`src/fafp_pkg.sv`:
```
// ----------------------------------------------------------------------------
// Four-anchor placement package
// Shared widths, status codes and the records that flow between the
// front end, the queue and the back end of the placement core.
// ----------------------------------------------------------------------------
package fafp_pkg;

  localparam int CAP_W = 30;   // distances are capped to 2^30 - 1
  localparam int SQ_W  = 60;   // a squared distance
  localparam int DEN_W = 31;   // twice a distance or twice a root
  localparam int Q1_W  = 62;   // magnitude of the X numerators
  localparam int Q2_W  = 64;   // magnitude of the fourth Y numerator

  localparam logic [CAP_W-1:0] CAP_MAX = '1;

  typedef enum logic [2:0] {
    ST_OK        = 3'd0,
    ST_ZERO_BASE = 3'd1,
    ST_RAD3_NEG  = 3'd2,
    ST_Y3_ZERO   = 3'd3,
    ST_RAD4_NEG  = 3'd4,
    ST_SAT       = 3'd5
  } status_e;

  // Clamped distances and their squares, as queued between the two halves.
  typedef struct packed {
    logic [CAP_W-1:0] d12;
    logic [CAP_W-1:0] d13;
    logic [CAP_W-1:0] d14;
    logic [SQ_W-1:0]  sq12;
    logic [SQ_W-1:0]  sq13;
    logic [SQ_W-1:0]  sq23;
    logic [SQ_W-1:0]  sq14;
    logic [SQ_W-1:0]  sq24;
    logic [SQ_W-1:0]  sq34;
  } dist_t;

  // Working record carried down the back-end pipeline.
  typedef struct packed {
    logic [CAP_W-1:0] d12;
    logic [CAP_W-1:0] d13;
    logic [CAP_W-1:0] d14;
    logic [SQ_W-1:0]  sq13;
    logic [SQ_W-1:0]  sq14;
    logic [SQ_W-1:0]  sq34;
    logic             x3_s;
    logic [CAP_W-1:0] x3_m;
    logic             x4_s;
    logic [CAP_W-1:0] x4_m;
    logic             e2;
    logic             e3;
    logic             e4;
    logic [SQ_W-1:0]  px3;
    logic [SQ_W-1:0]  px4;
    logic [SQ_W-1:0]  pxx;
    logic             pxx_s;
    logic [CAP_W-1:0] y3;
    logic [SQ_W-1:0]  py3;
    logic             y4_s;
    logic [CAP_W-1:0] y4_m;
    logic [SQ_W-1:0]  py4;
  } ctx_t;

endpackage

```
`src/fafp_front.sv`:
```
// ----------------------------------------------------------------------------
// Placement front end
// Accepts a distance set, clamps each distance and squares it.
// ----------------------------------------------------------------------------
module fafp_front #(
  parameter int DIST_BITS = 16,
  localparam int TDATA_W = ((6 * DIST_BITS + 7) / 8) * 8
) (
  input  logic                 clk_i,
  input  logic                 rst_ni,
  input  logic                 s_axis_tvalid,
  output logic                 s_axis_tready,
  input  logic [TDATA_W-1:0]   s_axis_tdata,
  output logic                 valid_o,
  output fafp_pkg::dist_t      data_o,
  input  logic                 ready_i
);
  import fafp_pkg::*;

  localparam int XW = (DIST_BITS > CAP_W) ? DIST_BITS : CAP_W;

  logic             v_q;
  dist_t            data_q;
  dist_t            data_d;
  logic [CAP_W-1:0] d [6];

  function automatic logic [CAP_W-1:0] clamp_dist(input logic [DIST_BITS-1:0] v);
    logic [XW-1:0] e;
    e = XW'(v);
    if (e > XW'(CAP_MAX)) begin
      return CAP_MAX;
    end
    return e[CAP_W-1:0];
  endfunction

  always_comb begin
    for (int i = 0; i < 6; i++) begin
      d[i] = clamp_dist(s_axis_tdata[i*DIST_BITS +: DIST_BITS]);
    end
    data_d.d12  = d[0];
    data_d.d13  = d[1];
    data_d.d14  = d[3];
    data_d.sq12 = SQ_W'(d[0]) * SQ_W'(d[0]);
    data_d.sq13 = SQ_W'(d[1]) * SQ_W'(d[1]);
    data_d.sq23 = SQ_W'(d[2]) * SQ_W'(d[2]);
    data_d.sq14 = SQ_W'(d[3]) * SQ_W'(d[3]);
    data_d.sq24 = SQ_W'(d[4]) * SQ_W'(d[4]);
    data_d.sq34 = SQ_W'(d[5]) * SQ_W'(d[5]);
  end

  assign s_axis_tready = !v_q || ready_i;

  always_ff @(posedge clk_i or negedge rst_ni) begin
    if (!rst_ni) begin
      v_q <= 1'b0;
    end else if (s_axis_tready) begin
      v_q <= s_axis_tvalid;
    end
  end

  always_ff @(posedge clk_i) begin
    if (s_axis_tvalid && s_axis_tready) begin
      data_q <= data_d;
    end
  end

  assign valid_o = v_q;
  assign data_o  = data_q;

endmodule

```
`config.mk`:
```
export PLATFORM = sky130hd
export DESIGN_NAME = fafp_front
export DESIGN_NICKNAME = d
export VERILOG_FILES = /design/src/fafp_pkg.sv /design/src/fafp_front.sv
export SDC_FILE = /design/constraint.sdc
export NUM_CORES = 2
export LEC_CHECK = 0
export BUFFER_PORTS_ARGS = -buffer_cell sky130_fd_sc_hd__buf_2
export CAP_MARGIN = 20
export CORE_UTILIZATION = 55
export CTS_CLUSTER_DIAMETER = 40
export CTS_CLUSTER_SIZE = 30
export DETAILED_ROUTE_END_ITERATION = 7
export GPL_TIMING_DRIVEN = 1
export PLACE_DENSITY = 0.89
export SETUP_SLACK_MARGIN = 0.2
export SLEW_MARGIN = 20
export SYNTH_ARGS = -nofsm -noshare
export SYNTH_HDL_FRONTEND = slang
export SYNTH_SLANG_ARGS = --single-unit
```
`constraint.sdc`:
```
create_clock -name clk_i -period 6.3 [get_ports clk_i]
set_clock_uncertainty 0.1 [all_clocks]
set_input_delay 0.63 -clock clk_i [delete_from_list [all_inputs] [get_ports clk_i]]
set_output_delay 0.63 -clock clk_i [all_outputs]
set_load 0.1 [all_outputs]
```
== Yosys cells after proc, flatten, opt, wreduce, memory -nomap -nowiden ==
Cells that the tools add are included.
Word-level totals
  register bits after elaboration: 241
  word-level logic and storage cells: 19
Operators by class
  multiply operators: 6
  reductions and logical operators: 3
Operator list (number)
  $mul A16 B16 Y32: 6
  $logic_and A1 B1 Y1: 1
  $logic_not A1 Y1: 1
  $logic_or A1 B1 Y1: 1

== Depth between registers and ports, before layout ==
  depth after elaboration: 3
  gate-level depth with buffers: 25
  gate-level depth less buffers: 23

== Worst setup path before layout ==
OpenSTA, ideal clock, no wires.
  path type: register to register
  start: register v_q, in the netlist valid_o
  end: register data_q (netlist bit data_o[0]) (enable)
  library setup time: 0.619 ns
  arrival time: 7.011 ns
  data required time: 5.581 ns
  path slack: -1.430 ns
  stages on the path, launching flop included: 3
  period minus slack after synthesis: 7.730 ns
  cell sequence: dfrtp_1 > nand2b_1 > and2_1
On the way
  longest elaborated chain between the ends: 3
Ends and longest elaborated chain
  start: declaration: RTL line fafp_front.sv:22  | logic v_q;
  start signal: assignment: RTL line fafp_front.sv:57  | v_q <= s_axis_tvalid;
  $logic_not A1 Y1: RTL line fafp_front.sv:51  | assign s_axis_tready = !v_q || ready_i;
  $logic_or A1 B1 Y1: RTL line fafp_front.sv:51
  via s_axis_tready: RTL line fafp_front.sv:12  | output logic s_axis_tready,
  $logic_and A1 B1 Y1: RTL line fafp_front.sv:62  | if (s_axis_tvalid && s_axis_tready) begin
  end signal: assignment: RTL line fafp_front.sv:63  | data_q <= data_d;
  end: declaration: RTL line fafp_front.sv:23  | dist_t data_q;
The timed path passes the listed nets, and every way through them passes these cells.
A chain may end at the register's enable or synchronous reset.

==> results.md <==
- CTS tree: yes
- Crit path launch: s_axis_tdata[9]
- Yosys warning total: 0
- First-pass GRT wire length: roughly 210000 µm
- Slowest stage delay, CP: 0.59 ns
- Async SR Flop Fraction: 0.004310
- Minimum clock period: ~6.1 ns
- Relative slew slack: 0.4487
- Seq/Total Area, Yosys: 0.1330
- Std cell rows: approximately 110
- Max-slew violations: 0
- Core Area: 93750 µm²
- Overall Global Routing Usage: 0.2717
- Area Growth Syn to Fin: 17.37%
- Number of vias per cell: ~5.2
- Final setup vio count: 0
- DRC Markers: 0
- Final worst slack: roughly 0.19 ns
- Die width: just over 300 µm
- Drt wl/cell: 17.15 µm
- Vias in the first global route: approximately 44000
- Main flop type after synthesis: edfxtp_1
- Worst EP required: roughly 6.6 ns
- Number of routed nets with antenna violations: 0
- 1st-iter DRT viols: approximately 2500
- Critical path endpoint: data_o[329]
- FF-to-FF End: data_o[202]
- R2R depth: 3
- Initial antenna violation count: 15
- I/O Buffers: 335
- Slowest stage cell, crit path: fa_1
- Worst setup EP type: register
- Htree depth: 2
- Cell variety after synth: between 70 and 80
- Drt first pass iters: 6
- Clock Sinks: roughly 230
- Worst-Margin Slew: 0.8269 ns
- R2R Setup Slk: between 4 and 5 ns
- Number of flops mapped to enable cells by yosys: 231
- Clock Pin Slew Worst Setup and Hold Paths: roughly 0.060 ns
- Total Wirelength: approximately 130000 µm
- Via count: approximately 40000
- Startpoint Class: primary input
- Final HPWL DP: 108800 µm
- Die height: 310.5 µm
- Cell count after synthesis: roughly 5500
- Post-layout nets: between 8000 and 9000
- Global placer's final weighted congestion: ~0.94
- Mapped cell area: ~52000 µm²
- Initial Utilization: 0.5584
- Die area: around 96000 µm²
- Root Buffer: clkbuf_16
- MaxCap Viol Count: 0
- Worst EP arrival: ~6.4 ns
- Place WS: -0.4471 ns
- CP Max Fanout: 9
- Period Utilization, post-route: 0.9699
- Largest net degree at the start of global routing: 120
- Max clock buf depth: 3
- Cts bufs inserted: between 50 and 60
- Mean area per synthesized cell: roughly 9.5 µm²
- RSZ-0062 raised after global routing: yes
- Final hold violation count: 0
- Remaining Overflow, GRT: 0
- Layout cells sized above 1: 0.1865
- Critical Setup Path Class: in2reg
- Boundary Pins: 552
- Number of synthesized register bits: between 200 and 250
- FMAX: between 150 and 200 MHz
- Clk_lat worst skew: roughly 0.62 ns
- Status: complete, no violations
- HP Class: in2reg
- Critical path, cell by cell: buf_2, and2_4, inv_1, fa_1, inv_1, fa_1, inv_1, fa_1, inv_1, fa_1, fa_1, inv_1, fa_1, inv_1, ha_4, a21o_1, a211o_1, a211o_1, a31oi_4, o211ai_1, buf_4, o21ai_2, buf_4, o311ai_2
- Crit Reg-Reg Startpoint: valid_o
-- cell families (layout without fill, tap and decap cells) --
kind of cell	after synthesis	in the layout	synth area share
AO/OA/AOI/OAI	499	499	0.06344
multiplexers	8	8	0.001697
adder cells (fa/ha/maj)	1579	1579	0.5169
buffers and inverters	1863	2537	0.1493
XOR/XNOR	211	211	0.03530
flip-flops	232	232	0.1330
other	1	227	0.00007164
AND/OR/NAND/NOR	1104	1104	0.1003
-- flip-flops by register name, summed over array words and instances (netlist names) --
register and cells:
data_o 231, valid_o 1
-- cells in the mapped netlist, types with 5 or more instances --
library cell     n  area [µm²]
o311ai_1         6       52.55
a31oi_1         16       100.1
nor3_1          20       100.1
a21oi_1        147       735.7
nor2b_1         37       231.5
a211oi_1        26       195.2
nor2_1         160       600.6
inv_1         1506        5653
nand2b_1        22       137.6
and2_1         253        1583
or2_2           20       125.1
clkbuf_1       138       518.0
and3_1          25       156.4
edfxtp_1       231        6937
a21o_1          86       645.6
buf_4          219        1644
a31o_2          14       122.6
o21ai_0         64       320.3
o21bai_1        35       262.8
mux2_2           7       78.83
xnor2_1        151        1323
nand3_1         37       185.2
fa_1           973       19480
a211o_1          6       52.55
o211ai_1        11       82.58
ha_1           606        7582
nand4_1         16       100.1
o21ai_1         12       60.06
xor2_1          60       525.5
nand2_1        489        1836
o31ai_1          9       67.56
o21a_1          18       135.1
nand3b_1         5       37.54
-- metrics by stage --
step	cell area (µm²)	util	hold WS (ns)	instances	TNS (ns)
final	61440	0.6554	0.1514	7651	0
after global routing	61440	0.6553	0.1348	7650	0
after CTS	60880	0.6494	0.1095	7625	0
after detailed placement	59110	0.6305	0.3067	7527	-16.24
after global placement	59110	0.6305	0.3054	7527	-8.067
after floorplan	53840	-	0.2344	5712	-0.2832
-- area by class of cell --
type,instances,area (µm²)
Clock inverter,41,437.9
Inverter,1506,5653
Antenna cell,11,27.53
Tap cell,1254,1569
Sequential cell,232,6962
Timing Repair Buffer,935,6387
Multi-Input combinational cell,3617,39090
Clock buffer,55,1313
Fill cell,6631,32310
-- what timing repair did --
action	4_1_cts	5_1_grt
gates cloned	0	0
resized for setup	1	104
pin swaps	1	53
buffers inserted	1	15
setup endpoints to repair	2	44
hold buffers	1	0
endpoints found under the hold margin	1	0
-- how the worst min path moves through the flow --
| stage | startpoint | slack (ns) | endpoint | depth (start not counted) |
|---|---|---|---|---|
| floorplan | rst_ni | 0.23 | valid_o | 0 |
| global placement | rst_ni | 0.31 | valid_o | 1 |
| detailed placement | rst_ni | 0.31 | valid_o | 1 |
| CTS | s_axis_tvalid | 0.11 | valid_o | 2 |
| global route | s_axis_tvalid | 0.13 | valid_o | 2 |
| finish | s_axis_tvalid | 0.15 | valid_o | 2 |
-- critical path: cells and delay by family --
kind                     cells  cell delay (ns)
buffers and inverters        9             0.97
AND/OR/NAND/NOR              1             0.18
adder cells (fa/ha/maj)      7             3.11
AO/OA/AOI/OAI                7             1.46
-- per-layer routing --
layer | wire length [µm] | part of all wire | vias up | track usage
met5 | 15 | 0.00011 | - | 0
met4 | 6392 | 0.049 | 2 | 0.1325
met3 | 8345 | 0.064 | 444 | 0.04192
met2 | 69230 | 0.53 | 1680 | 0.4914
met1 | 47210 | 0.36 | 20056 | 0.3118
li1 | - | - | 17924 | -
-- layout by cell type, fill, tap and decap left out, types with 86 or more instances in the layout --
cell type  netlist  layout
a21o_1          86      86
a21oi_1        147     138
and2_1         253     240
buf_2            0     311
buf_4          219     592
conb_1           1     216
edfxtp_1       231     231
fa_1           973     968
ha_1           606     584
inv_1         1506    1494
nand2_1        489     478
nor2_1         160     155
xnor2_1        151     151
Power is not shown: default switching activity piles up to over one toggle a cycle in this logic, so the estimate is an artifact.
