--- src/fafp_pkg.sv ---
// ----------------------------------------------------------------------------
// Four-anchor placement package
// Shared widths, status codes and the records that flow between the
// front end, the queue and the back end of the placement core.
// ----------------------------------------------------------------------------
package fafp_pkg;

  localparam int CAP_W = 30;   // distances are capped to 2^30 - 1
  localparam int SQ_W  = 60;   // a squared distance
  localparam int DEN_W = 31;   // twice a distance or twice a root
  localparam int Q1_W  = 62;   // magnitude of the X numerators
  localparam int Q2_W  = 64;   // magnitude of the fourth Y numerator

  localparam logic [CAP_W-1:0] CAP_MAX = '1;

  typedef enum logic [2:0] {
    ST_OK        = 3'd0,
    ST_ZERO_BASE = 3'd1,
    ST_RAD3_NEG  = 3'd2,
    ST_Y3_ZERO   = 3'd3,
    ST_RAD4_NEG  = 3'd4,
    ST_SAT       = 3'd5
  } status_e;

  // Clamped distances and their squares, as queued between the two halves.
  typedef struct packed {
    logic [CAP_W-1:0] d12;
    logic [CAP_W-1:0] d13;
    logic [CAP_W-1:0] d14;
    logic [SQ_W-1:0]  sq12;
    logic [SQ_W-1:0]  sq13;
    logic [SQ_W-1:0]  sq23;
    logic [SQ_W-1:0]  sq14;
    logic [SQ_W-1:0]  sq24;
    logic [SQ_W-1:0]  sq34;
  } dist_t;

  // Working record carried down the back-end pipeline.
  typedef struct packed {
    logic [CAP_W-1:0] d12;
    logic [CAP_W-1:0] d13;
    logic [CAP_W-1:0] d14;
    logic [SQ_W-1:0]  sq13;
    logic [SQ_W-1:0]  sq14;
    logic [SQ_W-1:0]  sq34;
    logic             x3_s;
    logic [CAP_W-1:0] x3_m;
    logic             x4_s;
    logic [CAP_W-1:0] x4_m;
    logic             e2;
    logic             e3;
    logic             e4;
    logic [SQ_W-1:0]  px3;
    logic [SQ_W-1:0]  px4;
    logic [SQ_W-1:0]  pxx;
    logic             pxx_s;
    logic [CAP_W-1:0] y3;
    logic [SQ_W-1:0]  py3;
    logic             y4_s;
    logic [CAP_W-1:0] y4_m;
    logic [SQ_W-1:0]  py4;
  } ctx_t;

endpackage

--- src/fafp_queue.sv ---
// ----------------------------------------------------------------------------
// Placement queue
// Four-entry FIFO that decouples the front end from the back end.
// ----------------------------------------------------------------------------
module fafp_queue (
  input  logic            clk_i,
  input  logic            rst_ni,
  input  logic            valid_i,
  output logic            ready_o,
  input  fafp_pkg::dist_t data_i,
  output logic            valid_o,
  input  logic            rd_i,
  output fafp_pkg::dist_t data_o
);
  import fafp_pkg::*;

  localparam int DEPTH = 4;
  localparam int PTR_W = $clog2(DEPTH);
  localparam int CNT_W = PTR_W + 1;

  dist_t            mem_q [DEPTH];
  logic [PTR_W-1:0] wp_q, rp_q;
  logic [CNT_W-1:0] cnt_q;
  logic             full, empty, push, pop;

  assign full    = (cnt_q == CNT_W'(DEPTH));
  assign empty   = (cnt_q == '0);
  assign push    = valid_i && !full;
  assign pop     = rd_i && !empty;
  assign ready_o = !full;
  assign valid_o = !empty;
  assign data_o  = mem_q[rp_q];

  always_ff @(posedge clk_i or negedge rst_ni) begin
    if (!rst_ni) begin
      wp_q  <= '0;
      rp_q  <= '0;
      cnt_q <= '0;
    end else begin
      if (push) begin
        wp_q <= wp_q + 1'b1;
      end
      if (pop) begin
        rp_q <= rp_q + 1'b1;
      end
      if (push && !pop) begin
        cnt_q <= cnt_q + 1'b1;
      end else if (pop && !push) begin
        cnt_q <= cnt_q - 1'b1;
      end
    end
  end

  always_ff @(posedge clk_i) begin
    if (push) begin
      mem_q[wp_q] <= data_i;
    end
  end

endmodule

--- config.mk ---
export PLATFORM = sky130hd
export DESIGN_NAME = fafp_queue
export DESIGN_NICKNAME = d
export VERILOG_FILES = /design/src/fafp_pkg.sv /design/src/fafp_queue.sv
export SDC_FILE = /design/constraint.sdc
export NUM_CORES = 1
export LEC_CHECK = 0
export ABC_AREA = 1
export BUFFER_PORTS_ARGS = -buffer_cell sky130_fd_sc_hd__buf_4
export CAP_MARGIN = 5
export CORE_MARGIN = 4
export CORE_UTILIZATION = 45
export CTS_CLUSTER_SIZE = 25
export DETAILED_ROUTE_END_ITERATION = 7
export PLACE_DENSITY = 0.62
export SYNTH_ARGS = -nofsm -noshare
export SYNTH_HDL_FRONTEND = slang
export SYNTH_SLANG_ARGS = --single-unit
export TNS_END_PERCENT = 30
--- constraint.sdc ---
create_clock -name clk_i -period 23.2 [get_ports clk_i]
set_input_delay 1.16 -clock clk_i [delete_from_list [all_inputs] [get_ports clk_i]]
set_output_delay 1.16 -clock clk_i [all_outputs]
set_load 0.005 [all_outputs]
---- Word-level counts from Yosys, hierarchy flattened ----
Memory sizes are Yosys's and may differ from the RTL's.
Index checks and enable logic that the tools add are counted.
operators by class
  add/sub/neg operators ................... 4
  equality and inequality tests ........... 1
  multiplexer cells ....................... 4
  reductions and logical operators ........ 10
operators by type and width
  cell                                                                 number
  3-bit 2-to-1 mux                                                     2
  2-bit by 1-bit adder with 2-bit output (second input constant)       2
  1-bit logical AND                                                    4
  1-bit zero test                                                      4
  3-bit by 1-bit adder with 3-bit output (second input constant)       1
  3-bit == test (second input constant)                                1
  3-bit zero test                                                      1
  3-bit by 1-bit subtractor with 3-bit output (second input constant)  1
  1-bit 2-to-1 mux                                                     2
  2-bit nonzero test                                                   1
word-level totals
  register bits after elaboration ......... 7
  bits in writable memories ............... 1800
  bits of input ports ..................... 454
  logic and storage cells ................. 23
  memories ................................ 1
memories
  name   depth  width  read ports  clocked after memory_dff  write ports  RTL line          text
  mem_q  4      450    1           0                         1            fafp_queue.sv:21  dist_t mem_q [DEPTH];

---- Depth between registers and ports, before layout ----
  word-level depth ........................ 7
  mapped depth ............................ 12
  gate-level depth less buffers ........... 12

---- Least setup slack after synthesis ----
No wires, ideal clock.
  kind .................................... input -> register
  from .................................... input valid_i
  to ...................................... memory mem_q[0][0] (netlist name) (enable)
  arrival ................................. 19.915 ns
  data required time ...................... 21.925 ns
  setup slack ............................. 2.009 ns
  cell stages on the path ................. 2
  buffers on the path ..................... 0
  cells stage by stage .................... nand2_1 -> nor2_1
on the way
  cells in the longest elaborated chain, start to end .. 3
RTL lines
  element                                 RTL line          text
  start, declared                         fafp_queue.sv:8   input logic valid_i,
  1-bit logical AND                       fafp_queue.sv:28  assign push = valid_i && !full;
  1-bit 2-to-1 mux                        fafp_queue.sv:55  if (push) begin
  1-bit 2-to-1 mux (not written as such)  fafp_queue.sv:56  mem_q[wp_q] <= data_i;
  end, declared                           fafp_queue.sv:21
No other way between the ends.

==> impl_metrics.env <==
export IMPL_status="complete, no violations"
export IMPL_cts_buf_count=185
export IMPL_timing_worst_slew_pin_value_ns=1.25
export IMPL_design_core_area_um2=159000
export IMPL_grt_util_all_layers_pct=19.9
export IMPL_timing_max_slew_rel_slack_pct=16.6
export IMPL_remaining_drc_errors=0
export IMPL_synthAdderAreaFrac_pct=0.114
export IMPL_grt_remaining_overflow=0
export IMPL_synthesis_area_um2=72300
export IMPL_worstPathMaxFanout=249
export IMPL_detail_route_first_pass_iterations=6
export IMPL_cap_viol_max_count=0
export IMPL_netlist_instances=5309
export IMPL_fmaxAchievable_mhz=122
export IMPL_dpl_hpwl_um=106000
export IMPL_worstSetupEndpointType="output pin"
export IMPL_p_r_area_growth_vs_syn_pct=18.3
export IMPL_tritoncts_clock_tree="yes"
export IMPL_post_synth_mux_area_share_pct=0
export IMPL_die_w_um=409
export IMPL_starting_density_pct=45.5
export IMPL_crit_chain="inv_8, buf_12, buf_4, buf_4, buf_4, buf_4, nand2_1, o211ai_1, nand2_1, buf_4"
export IMPL_grt_pass1_vias=39500
export IMPL_clkSinkCount=1807
export IMPL_grt_start_max_net_pins=261
export IMPL_synthDistinctLibCells=18
export IMPL_fraction_of_the_mapped_netlist_area_in_compound_gates_pct=9.35
export IMPL_clock_root_buffer="clkbuf_16"
export IMPL_final_layout_size_suffix_gt1_share_pct=19.0
export IMPL_reg_to_reg_critical_path_startpoint="cnt_q[0]"
export IMPL_port_buffers=905
export IMPL_synth_simple_gate_area_share_pct=7.18
export IMPL_fillcell_total=13100
export IMPL_clkPwrFrac_pct=25.6
export IMPL_hold_violations=0
export IMPL_routed_wire_length_per_instance_um=20.2
export IMPL_io_pins=906
export IMPL_synth_area_per_cell_um2=13.6
export IMPL_chipHeight_um=409
export IMPL_sw_frac_of_total_pct=34.0
export IMPL_clk_insertion_delay_late_ns=0.79
export IMPL_switchingPower_mw=3.73
export IMPL_ctsHtreeMaxLevel=4
export IMPL_startpoint_type="register"
export IMPL_drt_first_iter_violations=2972
export IMPL_global_route_wire_length_before_repair_um=253000
export IMPL_yosys_area_share_xor_xnor_pct=0.0121
export IMPL_area_of_the_die_um2=167000
export IMPL_power_leakage_nw=33.9
export IMPL_placement_rows=146
export IMPL_critPathMaxStageDelay_ns=0.92
export IMPL_num_nets_final=6611
export IMPL_synth_yosys_warnings=0
export IMPL_routabilityCongestion=0.802
export IMPL_path_clk_slew_ns=0.06
export IMPL_ir_drop_worst_vdd_v=0.000101
export IMPL_final_period_minus_worst_setup_slack_ns=8.18
export IMPL_cts_hold_repair_buffers=0
export IMPL_routed_via_count=42100
export IMPL_yosysSeqAreaShare_pct=75.0
export IMPL_power_share_combinational_pct=34.1
export IMPL_path_common_cell="buf_4"
export IMPL_ys_ff_latch=1807
export IMPL_cp_arrival_ns=7.02
export IMPL_critical_path_class="reg2out"
export IMPL_cts_buffer_depth=3
export IMPL_critical_path_startpoint="rp_q[0]"
export IMPL_cts_setup_buffers=0
export IMPL_layout_area_seq_um2=54200
export IMPL_postSynthNetCount=5769
export IMPL_antenna_found_initial=41
export IMPL_clock_skew_final_ns=0.0694
export IMPL_final_core_util_pct=53.8
export IMPL_cp_num_buf_inv=7
export IMPL_post_cts_resized_instances=0
export IMPL_vias_per_cell=4.96
export IMPL_setup_total_negative_slack_ns=0
export IMPL_required_ns=22.04
export IMPL_power_report_internal_total_mw=7.25
export IMPL_final_antenna_net_count=0
export IMPL_hold_class="in2async"
export IMPL_setup_viol=0
export IMPL_grt_setup_unrepaired="false"
export IMPL_routed_wirelength_um=171000
export IMPL_timing_critical_path_max_delay_family="buffers and inverters"
export IMPL_combinational_family_with_the_most_area_after_synthesis="compound AO/OA/AOI/OAI gates"
export IMPL_pwr_density_nw_per_um2=128
export IMPL_post_route_period_util_pct=35.3
export IMPL_seqPwrFrac_pct=40.3
export IMPL_multi_input_logic_area_um2=12100
export IMPL_critical_path_slowest_cell="buf_4"
export IMPL_final_max_slew_violation_count=0
## worst paths after layout
| path | end | slack (ns) | cells after the start |
|---|---|---|---|
| setup reg to reg | mem_q[3][247] | 18.62 | 7 |
| max in group asynchronous | rp_q[1] | 22.84 | 1 |
| min in group clk_i | cnt_q[2] | 0.52 | 2 |
| hold reg to reg | cnt_q[2] | 0.52 | 2 |
| hold / removal | cnt_q[0] | 0.18 | 1 |
| setup / recovery | data_o[229] | 15.02 | 10 |
## power by group through the flow
stage | clock [mW] | sequential [mW] | combinational [mW]
after floorplan | 0 | 4.97 | 2.20
after global placement | 0 | 4.48 | 3.79
after detailed placement | 0 | 4.49 | 3.82
after CTS | 2.87 | 4.43 | 3.83
after global routing | 3.02 | 4.47 | 4.13
final | 2.81 | 4.42 | 3.75
## cell usage after synthesis
cell type	number	area share (%)
ha_1	5	0.086
xnor2_1	1	0.012
nand4_1	1	0.0087
buf_6	181	2.8
nand3_1	7	0.048
nor2_1	4	0.021
buf_8	2	0.042
buf_4	17	0.18
edfxtp_1	1800	75
o21ai_0	1	0.0069
fa_1	1	0.028
inv_1	913	4.7
inv_2	2	0.010
dfrtp_1	7	0.24
o211ai_1	900	9.3
nand2_1	1368	7.1
buf_2	54	0.37
clkbuf_1	45	0.23
## cell families (layout without fill, tap and decap cells)
group,count (synthesis),in the layout
DFF,1807,1807
and+or+nand+nor,1380,1380
buffers and inverters,1214,2204
AOI/OAI and AO/OA,901,901
adders and majority gates,6,6
xor gates and xnor gates,1,1
other,0,32
## cell type report
type / count / share of cell area, %
diodes: 32 / 0.0936
clock buffers: 239 / 5.70
clock inverters: 96 / 1.08
inverters: 915 / 4.03
multi-input cells: 2288 / 14.1
flip-flops and latches: 1807 / 63.4
well taps: 2146 / 3.14
repair buffers: 954 / 8.49
## routing by layer
layer,share of wire (%),wire (um),track usage [%]
met1,40,69200,24.9
met2,48,82800,32.7
met3,9.0,15300,7.12
met4,2.2,3740,5.49
met5,0.097,166,0
## state kept, by name, indices dropped and copies added (netlist names)
signal / count
cnt_q: 3
mem_q: 1800
rp_q: 2
wp_q: 2
## per-stage QoR
stage          worst slack [ns]  power [mW]  cell area, um2  cells  hold WS, ns
6_report                  15.02        11.0           85600   8477        0.175
5_1_grt                   14.47        11.6           85500   8459        0.111
4_1_cts                   15.01        11.1           85500   8445        0.102
3_5_place_dp              15.91        8.31           79700   8110        0.494
3_3_place_gp              16.14        8.26           79700   8110        0.478
2_1_floorplan              2.01        7.17           72300   5309        0.463
## placed cells by master, fill, tap and decap left out
cell and n:
nand2_1 1368, buf_12 8, inv_6 2, clkinv_1 46, inv_8 2, fa_1 1
nor2_4 4, ha_1 5, o211ai_1 900, bufinv_16 9, inv_16 3, diode_2 32
nand4_1 1, xnor2_1 1, inv_1 913, dfrtp_1 6, buf_4 946, clkinv_8 1
clkinv_4 3, clkinv_2 24, dfrtp_4 1, clkinv_16 8, clkbuf_1 52, o21ai_0 1
nand3_1 7, clkbuf_16 187, edfxtp_1 1800
Power figures use the tool's default switching activity.
